$ cat src/design/smpt_pkg.sv
`default_nettype none

package smpt_pkg;

    localparam int TRAVEL_W   = 16;
    localparam int TIME_W     = 32;
    localparam int PCT_W      = 7;
    localparam int QUO_W      = 7;
    localparam int PROD_W     = TRAVEL_W + QUO_W;
    localparam int CNT_W      = $clog2(QUO_W);
    localparam int ROUND_STEP = 5;
    localparam int PCT_FULL   = 100;

    localparam logic [TRAVEL_W-1:0] FULL_TRAVEL_RESET = TRAVEL_W'(7200);

    localparam logic ACT_CMD = 1'b0;
    localparam logic ACT_UPD = 1'b1;

    typedef enum logic [1:0] {
        MS_STOP  = 2'd0,
        MS_UP    = 2'd1,
        MS_DOWN  = 2'd2,
        MS_STOP2 = 2'd3
    } t_motion;

    typedef logic [PCT_W-1:0] t_pct_tab [2**PCT_W];

    function automatic t_motion next_motion(t_motion cur, logic up, logic down);
        t_motion s;
        s = cur;
        case (cur)
            MS_STOP: begin
                if (up) s = MS_UP;
                if (down) s = MS_DOWN;
            end
            MS_UP: begin
                if (!up) s = MS_STOP;
            end
            MS_DOWN: begin
                if (!down) s = MS_STOP;
            end
            default: begin
                if (!up && !down) s = MS_STOP;
            end
        endcase
        return s;
    endfunction

    // Rounds every possible quotient to the nearest step, saturating at full open.
    function automatic t_pct_tab build_round_tab();
        t_pct_tab tab;
        int r;
        int v;
        r = 0;
        for (int i = 0; i < 2**PCT_W; i++) begin
            if (r > ROUND_STEP / 2) v = i + ROUND_STEP - r;
            else v = i - r;
            if (v > PCT_FULL) v = PCT_FULL;
            tab[i] = PCT_W'(v);
            r = r + 1;
            if (r == ROUND_STEP) r = 0;
        end
        return tab;
    endfunction

    localparam t_pct_tab ROUND_TAB = build_round_tab();

endpackage

`default_nettype wire

$ cat src/design/smpt_div.sv
`default_nettype none

module smpt_div (
    input  wire logic                         i_clk,
    input  wire logic                         i_rst_n,
    input  wire logic                         i_start,
    input  wire logic [smpt_pkg::PROD_W-1:0]  i_dividend,
    input  wire logic [smpt_pkg::TRAVEL_W-1:0] i_divisor,
    output logic                              o_done,
    output logic [smpt_pkg::QUO_W-1:0]        o_quotient
);
    import smpt_pkg::*;

    logic [PROD_W-1:0] r_rem;
    logic [PROD_W-1:0] r_dsh;
    logic [QUO_W-1:0]  r_quo;
    logic [CNT_W-1:0]  r_cnt;
    logic              r_busy;
    logic              r_done;
    logic              n_ge;
    logic [PROD_W-1:0] n_rem;

    always_comb begin
        n_ge  = (r_rem >= r_dsh);
        n_rem = n_ge ? (r_rem - r_dsh) : r_rem;
    end

    always_ff @(posedge i_clk) begin
        if (!i_rst_n) begin
            r_busy <= 1'b0;
            r_done <= 1'b0;
        end else begin
            r_done <= 1'b0;
            if (i_start) begin
                r_rem  <= i_dividend;
                r_dsh  <= PROD_W'(i_divisor) << (QUO_W - 1);
                r_quo  <= '0;
                r_cnt  <= CNT_W'(QUO_W - 1);
                r_busy <= 1'b1;
            end else if (r_busy) begin
                r_rem <= n_rem;
                r_dsh <= r_dsh >> 1;
                r_quo <= {r_quo[QUO_W-2:0], n_ge};
                if (r_cnt == '0) begin
                    r_busy <= 1'b0;
                    r_done <= 1'b1;
                end else begin
                    r_cnt <= r_cnt - 1'b1;
                end
            end
        end
    end

    assign o_done     = r_done;
    assign o_quotient = r_quo;

endmodule

`default_nettype wire

$ cat src/design/shutter_motion_position_tracker.sv
`default_nettype none

// Channel   Direction  Handshake                  Payload
// input     in         i_valid / o_ready          i_action, i_up_request, i_down_request, i_now_ms
// result    out        o_valid / i_ready          o_motion, o_travel_ms, o_open_percent,
//                                                 o_motor_update
// config    in         i_cfg_valid / o_cfg_ready  i_cfg_data (full travel time in ms)
//
// A command word, or an update word that does not move the position, goes from idle to execute
// to output. An update word that moves the position also passes the accumulate and multiply
// states, then waits in divide for the compare and subtract divider that forms the percentage.
// One word is in work at a time; the output register lets the next word in while a
// result waits, and that word then holds in its last cycle until the result is taken.
// Reset is synchronous and active low; the shutter then reads as closed.

module shutter_motion_position_tracker (
    input  wire logic                          i_clk,
    input  wire logic                          i_rst_n,
    input  wire logic                          i_valid,
    output logic                               o_ready,
    input  wire logic                          i_action,
    input  wire logic                          i_up_request,
    input  wire logic                          i_down_request,
    input  wire logic [smpt_pkg::TIME_W-1:0]   i_now_ms,
    output logic                               o_valid,
    input  wire logic                          i_ready,
    output logic [1:0]                         o_motion,
    output logic [smpt_pkg::TRAVEL_W-1:0]      o_travel_ms,
    output logic [smpt_pkg::PCT_W-1:0]         o_open_percent,
    output logic                               o_motor_update,
    input  wire logic                          i_cfg_valid,
    output logic                               o_cfg_ready,
    input  wire logic [smpt_pkg::TRAVEL_W-1:0] i_cfg_data
);
    import smpt_pkg::*;

    typedef enum logic [2:0] {
        S_IDLE,
        S_EXEC,
        S_ACC,
        S_MUL,
        S_DIV,
        S_OUT
    } t_state;

    t_state              r_state;
    logic                r_action;
    logic                r_up;
    logic                r_down;
    logic [TIME_W-1:0]   r_now;
    t_motion             r_motion;
    t_motion             r_before;
    t_motion             r_prev;
    logic                r_moving;
    logic [TIME_W-1:0]   r_last;
    logic [TIME_W-1:0]   r_elapsed;
    logic                r_upward;
    logic [TRAVEL_W-1:0] r_travel;
    logic [PCT_W-1:0]    r_pct;
    logic [TRAVEL_W-1:0] r_full;

    logic                r_out_valid;
    logic [1:0]          r_out_motion;
    logic [TRAVEL_W-1:0] r_out_travel;
    logic [PCT_W-1:0]    r_out_pct;
    logic                r_out_update;

    logic [TIME_W:0]     n_sum;
    logic [TRAVEL_W-1:0] n_down;
    logic [TRAVEL_W-1:0] n_travel;
    logic [PROD_W-1:0]   n_prod;
    logic [PCT_W-1:0]    n_pct;
    logic                n_div_start;
    logic                w_div_done;
    logic [QUO_W-1:0]    w_div_quo;

    // Saturating travel update from the elapsed time.
    always_comb begin
        n_sum = {1'b0, r_elapsed} + (TIME_W + 1)'(r_travel);
        if (r_elapsed >= TIME_W'(r_travel)) n_down = '0;
        else n_down = r_travel - r_elapsed[TRAVEL_W-1:0];
        if (r_upward) begin
            n_travel = (n_sum > (TIME_W + 1)'(r_full)) ? r_full : n_sum[TRAVEL_W-1:0];
        end else begin
            n_travel = (n_down > r_full) ? r_full : n_down;
        end
    end

    // The travel never exceeds the full travel here, so the quotient stays within 100.
    always_comb begin
        n_prod = (PROD_W'(r_travel) << 6) + (PROD_W'(r_travel) << 5)
               + (PROD_W'(r_travel) << 2);
        n_pct  = (r_full == '0) ? '0 : ROUND_TAB[w_div_quo];
        n_div_start = (r_state == S_MUL);
    end

    smpt_div u_div (
        .i_clk      (i_clk),
        .i_rst_n    (i_rst_n),
        .i_start    (n_div_start),
        .i_dividend (n_prod),
        .i_divisor  (r_full),
        .o_done     (w_div_done),
        .o_quotient (w_div_quo)
    );

    always_ff @(posedge i_clk) begin
        if (!i_rst_n) begin
            r_state     <= S_IDLE;
            r_motion    <= MS_STOP;
            r_prev      <= MS_STOP;
            r_moving    <= 1'b0;
            r_last      <= '0;
            r_travel    <= '0;
            r_pct       <= '0;
            r_full      <= FULL_TRAVEL_RESET;
            r_out_valid <= 1'b0;
        end else begin
            if (i_cfg_valid) r_full <= i_cfg_data;
            if (r_out_valid && i_ready && r_state != S_OUT) r_out_valid <= 1'b0;

            case (r_state)
                S_IDLE: begin
                    if (i_valid) begin
                        r_action <= i_action;
                        r_up     <= i_up_request;
                        r_down   <= i_down_request;
                        r_now    <= i_now_ms;
                        r_before <= r_motion;
                        r_state  <= S_EXEC;
                    end
                end
                S_EXEC: begin
                    r_state <= S_OUT;
                    if (r_action == ACT_CMD) begin
                        r_motion <= next_motion(r_motion, r_up, r_down);
                    end else begin
                        r_prev <= r_motion;
                        if (r_motion inside {MS_UP, MS_DOWN}) begin
                            r_last <= r_now;
                            if (r_moving) begin
                                r_elapsed <= r_now - r_last;
                                r_upward  <= (r_motion == MS_UP);
                                r_state   <= S_ACC;
                            end else begin
                                r_moving <= 1'b1;
                            end
                        end else begin
                            r_moving <= 1'b0;
                            if (r_prev inside {MS_UP, MS_DOWN}) begin
                                r_elapsed <= r_now - r_last;
                                r_upward  <= (r_prev == MS_UP);
                                r_state   <= S_ACC;
                            end
                        end
                    end
                end
                S_ACC: begin
                    r_travel <= n_travel;
                    r_state  <= S_MUL;
                end
                S_MUL: begin
                    r_state <= S_DIV;
                end
                S_DIV: begin
                    if (w_div_done) begin
                        r_pct <= n_pct;
                        if (n_pct == '0 || n_pct == PCT_W'(PCT_FULL)) begin
                            r_motion <= next_motion(r_motion, 1'b0, 1'b0);
                        end
                        r_state <= S_OUT;
                    end
                end
                S_OUT: begin
                    if (!r_out_valid || i_ready) begin
                        r_out_valid  <= 1'b1;
                        r_out_motion <= r_motion;
                        r_out_travel <= r_travel;
                        r_out_pct    <= r_pct;
                        r_out_update <= (r_motion != r_before);
                        r_state      <= S_IDLE;
                    end
                end
                default: begin
                    r_state <= S_IDLE;
                end
            endcase
        end
    end

    assign o_ready        = (r_state == S_IDLE);
    assign o_cfg_ready    = 1'b1;
    assign o_valid        = r_out_valid;
    assign o_motion       = r_out_motion;
    assign o_travel_ms    = r_out_travel;
    assign o_open_percent = r_out_pct;
    assign o_motor_update = r_out_update;

endmodule

`default_nettype wire

$ cat config.mk
export PLATFORM = sky130hd
export DESIGN_NAME = shutter_motion_position_tracker
export DESIGN_NICKNAME = d
export VERILOG_FILES = /design/src/design/smpt_pkg.sv /design/src/design/smpt_div.sv /design/src/design/shutter_motion_position_tracker.sv
export SDC_FILE = /design/constraint.sdc
export NUM_CORES = 1
export LEC_CHECK = 0
export ABC_AREA = 1
export BUFFER_PORTS_ARGS = -buffer_cell sky130_fd_sc_hd__clkbuf_2
export CAP_MARGIN = 20
export CORE_MARGIN = 4
export CORE_UTILIZATION = 30
export CTS_CLUSTER_SIZE = 20
export DETAILED_ROUTE_END_ITERATION = 8
export GPL_ROUTABILITY_DRIVEN = 0
export PLACE_DENSITY = 0.54
export RECOVER_POWER = 100
export SETUP_SLACK_MARGIN = 0.2
export SLEW_MARGIN = 5
export SYNTH_ARGS = -nofsm -noshare
export SYNTH_HDL_FRONTEND = slang
export SYNTH_SLANG_ARGS = --single-unit
$ cat constraint.sdc
create_clock -name i_clk -period 6.8 [get_ports i_clk]
set_input_delay 0.34 -clock i_clk [delete_from_list [all_inputs] [get_ports i_clk]]
set_output_delay 0.34 -clock i_clk [all_outputs]
set_load 0.05 [all_outputs]
==> flow_summary.toml, run 1 <==
[outcome]
status = "finished with violations"
violations = "capacitance limit, slew limit"

[finish]
final-seq-area_um2 = 6180
multiInputGateArea_um2 = 9020
area_delta_synth_final_pct = 14.5
diodes = 0
finalNonFillerCells = 3022
drive_above_1_share_pct = 7.08
nNetsFinal = 2483
num-fill-cells = 5856

[timing]
relSlewSlack_pct = -106
whs_ns = 0.0257
fin_crit_sh_pct = 76.3
hold_violations = 0
rsz0062_at_grt = "false"
worst_pin_slew_ns = 3.09
worst_slack_ns = 1.61
setup_viol = 0
fmax_mhz = 193
period_needed_ns = 5.19
setup_tns_ns = 0
skew_ns = 0.0183
final_max_slew_viol_count = 241

[power]
p_per_area_nw_per_um2 = 252
comb_power_share_pct = 30.6
ir_worst_vdd_uv = 193
p_leak_nw = 8.47
pwr-share-seq_pct = 38.0
pwr-share-clk_pct = 31.4
finalPower_mw = 4.82
p_int_mw = 3.11
p_sw_mw = 1.71
p_sw_share_pct = 35.5

[die]
io_pins = 85
fp-row-count = 86
die_h_um = 244
core_area_um2 = 55100
fp.dieArea_um2 = 59500
die_x_um = 244
start_util_pct = 30.3

[drt]
wl_per_cell_um = 15.6
drc = 0
dr.pass1.iters = 6
ant_nets = 0
via_per_inst = 4.80
wirelength_um = 47200
vias = 14495
dr.first_iter.drc_count = 928

[clock_tree]
clock_latency_ns = 0.58
clockBufferDepth = 3
cts.repair.resized = 0
cts_buffers = 29
cts_tree = "built"
postCtsSetupRepairBufs = 0
cts.clk_slew.worst_paths_ns = 0.06
clock-sinks = 233
cts-root-buf = "clkbuf_16"
htreeDepth = 1

[synth]
syn-num-nets = 2373
synth-edff-count = 151
async_reset_ff_share_pct = 0
ys_warn_count = 0
synth_seq_area_share_pct = 37.0
yosysTopAreaCell = "edfxtp_1"
ys.flop_type = "edfxtp_1"
synth-seq-cells = 233
syn_area_um2 = 16700
synthTopCellsByArea = "edfxtp_1, ha_1, dfxtp_1"
ys_types = 53
syn_inst = 2142
syn_avg_cell_area_um2 = 7.79
synth_top_cell_area_share_pct = 27.2

[placement]
dp_hpwl_um = 36700
dp_cells = 2932
post-place-ws_ns = 2.17
io_buffers = 83

[flow_run]
maxCapViolCount = 4

[setup_path]
critPathMaxStageDelay_ns = 2.18
crit_chain = "clkbuf_2 > clkbuf_1 > inv_1 > nor3_1 > buf_4"
crit_type = "in -> reg"
path_buf_inv = 4
crit_family = "buffers and inverters"
critical_path.max_fanout = 75
cp-start-kind = "input pin"
crit_required_ns = 7.05
endpoint_kind = "flip-flop"
worst_path_max_delay_cell = "clkbuf_1"
critPathArrivalTime_ns = 5.44

[global_route]
grt_pass1_vias = 14292
antenna_found_initial = 0
grt_first_pass_wirelength_um = 76200
grt_max_degree = 76
grt.total_usage_pct = 15.7
grt_overflow = 0

[min_path]
min_path_type = "in -> reg"
synth_stat cells (6+ instances only):
cell type,count
a21oi_1,212
a21oi_2,12
a31oi_1,8
clkbuf_1,36
dfxtp_1,82
edfxtp_1,151
fa_1,17
ha_1,158
inv_1,323
inv_2,9
nand2_1,416
nand3_1,89
nand3b_1,8
nand4_1,44
nor2_1,167
nor2_2,8
nor3_1,25
nor4_1,11
o211ai_1,8
o21a_1,6
o21ai_0,190
o21ai_1,8
o221ai_1,8
or2_2,13
xnor2_1,20
xor2_1,43
registers in the layout (all words and copies together), names as in the netlist, 3 cells and up:
name and cells:
u_div.r_rem 23, o_open_percent 7, r_last 32, o_travel_ms 16, u_div.o_quotient 7, u_div.r_dsh 22, r_now 32, r_state 3
r_pct 7, u_div.r_cnt 3, r_elapsed 32, r_full 16, r_travel 16
cells by family after synthesis:
kind of cell    after synthesis  share of synthesized area [%]
flops                       233                           37.0
compound gates              481                           15.6
simple gates                805                           21.2
other cells                   1                         0.0225
xor+xnor                     64                           3.40
buf+inv                     383                           8.93
fa+ha+maj                   175                           13.9
power by group through the flow:
stage	Combinational (mW)	Clock (mW)	Sequential (mW)
floorplan	1.09	0	1.83
global placement	1.44	0	1.86
detailed placement	1.46	0	1.86
CTS	1.48	1.56	1.83
global route	1.69	1.62	1.85
finish	1.47	1.52	1.83
worst reg2reg max path, delay by kind of cell, from the launching register on:
family	cells	cell delay [ns]
buffers and inverters	3	3.54
AND/OR/NAND/NOR	3	0.81
flip-flops	1	0.38
worst paths after layout:
| path | cells past startpoint | endpoint | from | slack (ns) |
|---|---|---|---|---|
| worst min-delay path | 3 | r_full[10]$_SDFFE_PN1P_ | i_cfg_data[10] | 0.03 |
| worst max-delay path | 5 | o_travel_ms[10]$_DFFE_PP_ | i_rst_n | 1.61 |
| worst max register to register | 6 | u_div.r_cnt[2]$_SDFFCE_PP1P_ | r_state[1]$_SDFFE_PN0P_ | 1.77 |
| worst min register to register | 0 | o_open_percent[5]$_DFFE_PP_ | r_pct[5]$_SDFFE_PN0P_ | 0.42 |
metrics by stage:
| stage | util, % | area [um^2] |
|---|---|---|
| global route | 34.7 | 19100 |
| floorplan | - | 16700 |
| global placement | 32.5 | 17900 |
| CTS | 34.8 | 19200 |
| finish | 34.7 | 19100 |
| detailed placement | 32.5 | 17900 |
final cells by class:
class | count | share of cell area [%]
Tap cell | 748 | 4.90
Sequential cell | 233 | 32.3
Clock inverter | 11 | 0.504
Multi-Input combinational cell | 1526 | 47.2
Clock buffer | 42 | 4.42
Inverter | 335 | 6.58
Timing Repair Buffer | 127 | 4.08
metal layers:
layer | global-route usage, % | share of wire, % | vias to the layer above
li1 | - | - | 7392
met1 | 20.8 | 45 | 6644
met2 | 26.5 | 46 | 357
met3 | 1.87 | 4.7 | 102
met4 | 5.86 | 4.2 | 0
met5 | 0 | 0 | -
cell usage in the layout (no fill, tap or decap), types with 9 or more instances in the layout:
| cell type | synthesis | final |
|---|---|---|
| a21oi_1 | 212 | 212 |
| a21oi_2 | 12 | 12 |
| clkbuf_1 | 36 | 42 |
| clkbuf_16 | 0 | 30 |
| clkbuf_2 | 0 | 53 |
| dfxtp_1 | 82 | 82 |
| dlygate4sd3_1 | 0 | 36 |
| edfxtp_1 | 151 | 151 |
| fa_1 | 17 | 17 |
| ha_1 | 158 | 158 |
| inv_1 | 323 | 323 |
| inv_2 | 9 | 9 |
| nand2_1 | 416 | 416 |
| nand3_1 | 89 | 89 |
| nand4_1 | 44 | 44 |
| nor2_1 | 167 | 167 |
| nor3_1 | 25 | 25 |
| nor4_1 | 11 | 11 |
| o21ai_0 | 190 | 196 |
| or2_2 | 13 | 13 |
| xnor2_1 | 20 | 20 |
| xor2_1 | 43 | 43 |
what timing repair did:
action	in CTS	in global routing
setup endpoints to repair	0	0
hold endpoints to repair	36	0
hold buffers	36	0
Power figures use the tool's default switching activity.
==> run 2, diff against run 1 <==
clock period = 5.4 ns   (was 6.8 ns; I/O delays follow)
==> flow_summary.toml, run 2 (synthesis results as in run 1) <==
[finish]
nNetsFinal = 2494
num-fill-cells = 5865
diodes = 0
reg_top3 = "r_elapsed x32, r_last x32, r_now x32"
final_common_cell = "nand2_1"
drive_above_1_share_pct = 7.18
layout_common_cells = "nand2_1, inv_1, a21oi_1, o21ai_0, nor2_1"
area_delta_synth_final_pct = 15.2

[setup_path]
crit_type = "reg -> reg"
cp-start-kind = "flip-flop"
critical_path.max_fanout = 11
endpoint_kind = "flip-flop"
critPathArrivalTime_ns = 5.18
crit_required_ns = 5.85

[flow_run]
maxCapViolCount = 6

[die]
fp-row-count = 86
die_h_um = 244
fp.dieArea_um2 = 59500
die_x_um = 244
core_area_um2 = 55100
start_util_pct = 30.3
io_pins = 85

[clock_tree]
clockBufferDepth = 3
cts-root-buf = "clkbuf_16"
clock-sinks = 233
cts.clk_slew.worst_paths_ns = 0.06
postCtsSetupRepairBufs = 0
clock_latency_ns = 0.58
cts_tree = "built"
htreeDepth = 1
cts_buffers = 28
cts.repair.resized = 0
hold_buffers = 43

[power]
p_per_area_nw_per_um2 = 318
ir_worst_vdd_uv = 221
p_leak_nw = 8.52

[timing]
final_max_slew_viol_count = 238
setup_tns_ns = 0
hold_violations = 0
setup_viol = 0
period_needed_ns = 4.73
fmax_mhz = 211
worst_slack_ns = 0.672
skew_ns = 0.0384
relSlewSlack_pct = -98.1
rsz0062_at_grt = "false"
fin_crit_sh_pct = 87.6
worst_pin_slew_ns = 2.97

[placement]
dp_hpwl_um = 37000
io_buffers = 83
post-place-ws_ns = 0.963

[min_path]
min_path_type = "in -> reg"

[global_route]
grt_overflow = 0
grt_pass1_vias = 14351
grt_first_pass_wirelength_um = 76200
met1_usage_pct = 20.8
grt_max_degree = 75
grt_util_met2_pct = 26.1
grt-busiest-layer = "met2"
antenna_found_initial = 0
grt.total_usage_pct = 15.6
globalRouteMet3Util_pct = 2.16

[outcome]
status = "finished with violations"
violations = "capacitance limit, slew limit"

[drt]
wl_per_cell_um = 15.6
dr.pass1.iters = 8
dr.first_iter.drc_count = 1062
drc = 0
wirelength_um = 47200
ant_nets = 0
vias = 14679
via_per_inst = 4.84
-- run 2: worst paths after layout --
kind	depth (start not counted)	start	to	slack, ns
worst max register to register	24	r_travel[9]$_SDFFE_PN0P_	r_travel[1]$_SDFFE_PN0P_	0.67
worst min-delay path	4	i_ready	o_valid$_SDFF_PN0_	0.02
worst max-delay path	24	r_travel[9]$_SDFFE_PN0P_	r_travel[1]$_SDFFE_PN0P_	0.67
worst min register to register	0	r_pct[3]$_SDFFE_PN0P_	o_open_percent[3]$_DFFE_PP_	0.43
-- run 2: layer usage --
metal | wire (um) | up-vias | part of all wire [%]
li1 | - | 7426 | -
met2 | 21800 | 340 | 46
met4 | 1700 | 0 | 3.6
met1 | 21600 | 6828 | 46
met5 | 0 | - | 0
met3 | 2080 | 85 | 4.4
-- run 2: metrics by stage --
| stage | hold slack (ns) | area, um^2 | power (mW) | cells | utilization (%) |
|---|---|---|---|---|---|
| global route | 0.0267 | 19200 | 6.56 | 3033 | 34.9 |
| floorplan | 0.369 | 16700 | 3.68 | 2142 | - |
| detailed placement | 0.415 | 17900 | 4.19 | 2938 | 32.6 |
| finish | 0.0183 | 19200 | 6.11 | 3033 | 34.9 |
| CTS | 0.0000570 | 19400 | 6.21 | 3033 | 35.1 |
| global placement | 0.421 | 17900 | 4.16 | 2937 | 32.5 |
-- run 2: power by group --
| group | internal (mW) | switching (mW) |
|---|---|---|
| Combinational | 0.644 | 1.22 |
| Sequential | 2.15 | 0.152 |
| Clock | 1.17 | 0.776 |
| Total | 3.96 | 2.15 |
-- run 2: layout make-up --
type | count | area [um^2] | area share, %
multi-input combinational | 1526 | 9020 | 46.9
timing repair buffer | 139 | 866 | 4.50
clock buffer | 38 | 831 | 4.32
sequential | 233 | 6180 | 32.1
tap | 748 | 936 | 4.87
clock inverter | 14 | 143 | 0.742
inverter | 335 | 1260 | 6.54
-- run 2: critical path, cell delays in order, from the launching register on --
cell       delay [ns]
dfxtp_1          0.30
clkbuf_1         0.57
ha_1             0.49
nand2_1          0.12
inv_1            0.04
nor2_1           0.10
o21ai_0          0.12
a21oi_1          0.20
nand3_1          0.10
nor2_1           0.47
nand2_1          0.15
inv_1            0.09
ha_1             0.24
a21oi_1          0.17
o21ai_0          0.09
nand2_1          0.06
o211ai_1         0.08
nand2_1          0.07
o2111ai_1        0.10
nand2_1          0.29
inv_1            0.22
nand2_1          0.10
o21ai_0          0.08
a21oi_1          0.23
a21oi_1          0.11
==> run 3, diff against run 2 <==
PLACE_DENSITY = 0.56   (was 0.54)
==> flow_summary.toml, run 3 (synthesis results as in run 1) <==
[setup_path]
crit_type = "reg -> reg"
critical_path.max_fanout = 17
regToRegSetupSlack_ns = 0.65
crit_required_ns = 5.85
critPathLaunch = "r_travel[11]$_SDFFE_PN0P_"
endpoint = "r_travel[7]$_SDFFE_PN0P_"
rr_worst_depth = 22
rr_endpoint = "r_travel[7]$_SDFFE_PN0P_"
cp-start-kind = "flip-flop"
reg2reg_from = "r_travel[11]$_SDFFE_PN0P_"
endpoint_kind = "flip-flop"
critPathArrivalTime_ns = 5.19

[timing]
worst_pin_slew_ns = 2.41
worst_slack_ns = 0.653
setup_tns_ns = 0
skew_ns = 0.0203
setup_viol = 0
final_max_slew_viol_count = 254
fmax_mhz = 211
rsz0062_at_grt = "false"
period_needed_ns = 4.75
fin_crit_sh_pct = 87.9
hold_violations = 0
relSlewSlack_pct = -60.4

[flow_run]
maxCapViolCount = 6

[placement]
post-place-ws_ns = 1.03
io_buffers = 83
dp_hpwl_um = 36700

[finish]
diodes = 0
layout_common_cells = "nand2_1, inv_1, a21oi_1, o21ai_0, nor2_1"
drive_above_1_share_pct = 7.01
final_common_cell = "nand2_1"
nNetsFinal = 2492
area_delta_synth_final_pct = 15.4
reg_top3 = "r_elapsed x32, r_last x32, r_now x32"

[min_path]
min_path_type = "in -> reg"

[power]
comb_power_share_pct = 30.0
pwr-share-clk_pct = 32.5
p_per_area_nw_per_um2 = 320
p_sw_share_pct = 34.5
p_sw_mw = 2.12
p_leak_nw = 8.53
ir_worst_vdd_uv = 209
p_int_mw = 4.03
pwr-share-seq_pct = 37.5

[outcome]
violations = "capacitance limit, slew limit"
status = "finished with violations"

[clock_tree]
cts-root-buf = "clkbuf_16"
cts_tree = "built"
htreeDepth = 1
clock-sinks = 233
clock_latency_ns = 0.57
cts.repair.resized = 0
cts.clk_slew.worst_paths_ns = 0.06
cts_buffers = 28
clockBufferDepth = 3

[drt]
drc = 0
wl_per_cell_um = 15.5
vias = 14672
dr.first_iter.drc_count = 1224
via_per_inst = 4.84
ant_nets = 0
wirelength_um = 47000
dr.pass1.iters = 6

[die]
die_h_um = 244
fp.dieArea_um2 = 59500
core_area_um2 = 55100
die_x_um = 244
io_pins = 85
start_util_pct = 30.3
fp-row-count = 86

[global_route]
grt_max_degree = 72
antenna_found_initial = 0
grt.total_usage_pct = 15.4
grt_pass1_vias = 14018
grt_first_pass_wirelength_um = 75000
grt_overflow = 0
run 3: area by class of cell:
| cell class | count | area (um^2) |
|---|---|---|
| Timing Repair Buffer | 137 | 861 |
| Fill cell | 5784 | 35800 |
| Inverter | 335 | 1260 |
| Tap cell | 748 | 936 |
| Multi-Input combinational cell | 1526 | 9030 |
| Sequential cell | 233 | 6180 |
| Clock inverter | 11 | 138 |
| Clock buffer | 41 | 863 |
run 3: through the flow:
stage	power, mW	instance area [um^2]	utilization (%)	instances	hold WS, ns
after floorplan	3.68	16700	-	2142	0.369
after global placement	4.15	17900	32.5	2934	0.420
after detailed placement	4.18	17900	32.5	2934	0.421
after CTS	6.25	19300	35.1	3030	0.000411
after global routing	6.60	19300	35.0	3031	0.0322
final	6.16	19300	35.0	3031	0.0488
run 3: timing repair:
action                                 in CTS  in global routing
hold buffers                               44                  0
setup buffers                               0                  0
endpoints found under the hold margin      43                  0
run 3: how the worst min path moves through the flow:
stage | start | end | slack [ns] | depth (start not counted)
floorplan | i_action | r_action$_DFFE_PP_ | 0.37 | 0
CTS | i_cfg_valid | r_full[10]$_SDFFE_PN1P_ | 0.0004 | 2
global placement | r_pct[2]$_SDFFE_PN0P_ | o_open_percent[2]$_DFFE_PP_ | 0.42 | 0
detailed placement | r_pct[1]$_SDFFE_PN0P_ | o_open_percent[1]$_DFFE_PP_ | 0.42 | 0
global route | i_cfg_data[15] | r_full[15]$_SDFFE_PN0P_ | 0.03 | 3
finish | i_ready | o_valid$_SDFF_PN0_ | 0.05 | 4
run 3: power by group through the flow:
stage | combinational [mW] | sequential (mW) | clock [mW]
2_1_floorplan | 1.37 | 2.31 | 0
3_3_place_gp | 1.81 | 2.34 | 0
3_5_place_dp | 1.84 | 2.34 | 0
4_1_cts | 1.87 | 2.30 | 2.07
5_1_grt | 2.12 | 2.33 | 2.16
6_report | 1.85 | 2.31 | 2.00
run 3: critical path: stages, from the launching register on:
cell	delay [ns]
dfxtp_1	0.30
clkbuf_1	0.70
ha_1	0.50
a21oi_1	0.23
o21ai_0	0.11
a21oi_1	0.18
nand3_1	0.09
nor2_1	0.47
nand3_1	0.25
inv_1	0.11
ha_1	0.14
nand2_1	0.07
inv_1	0.08
nand3_1	0.07
nor3_1	0.20
nand2_1	0.09
o2111ai_1	0.08
nand2_1	0.21
buf_4	0.25
o21ai_0	0.21
a21oi_1	0.06
nor2_1	0.13
a21oi_2	0.07
run 3: metal layers:
layer	track usage, %	up-vias	routed length (um)
li1	-	7418	-
met1	20.7	6696	21200
met2	26.0	469	21700
met3	1.86	89	2510
met4	4.37	0	1620
met5	0	-	0
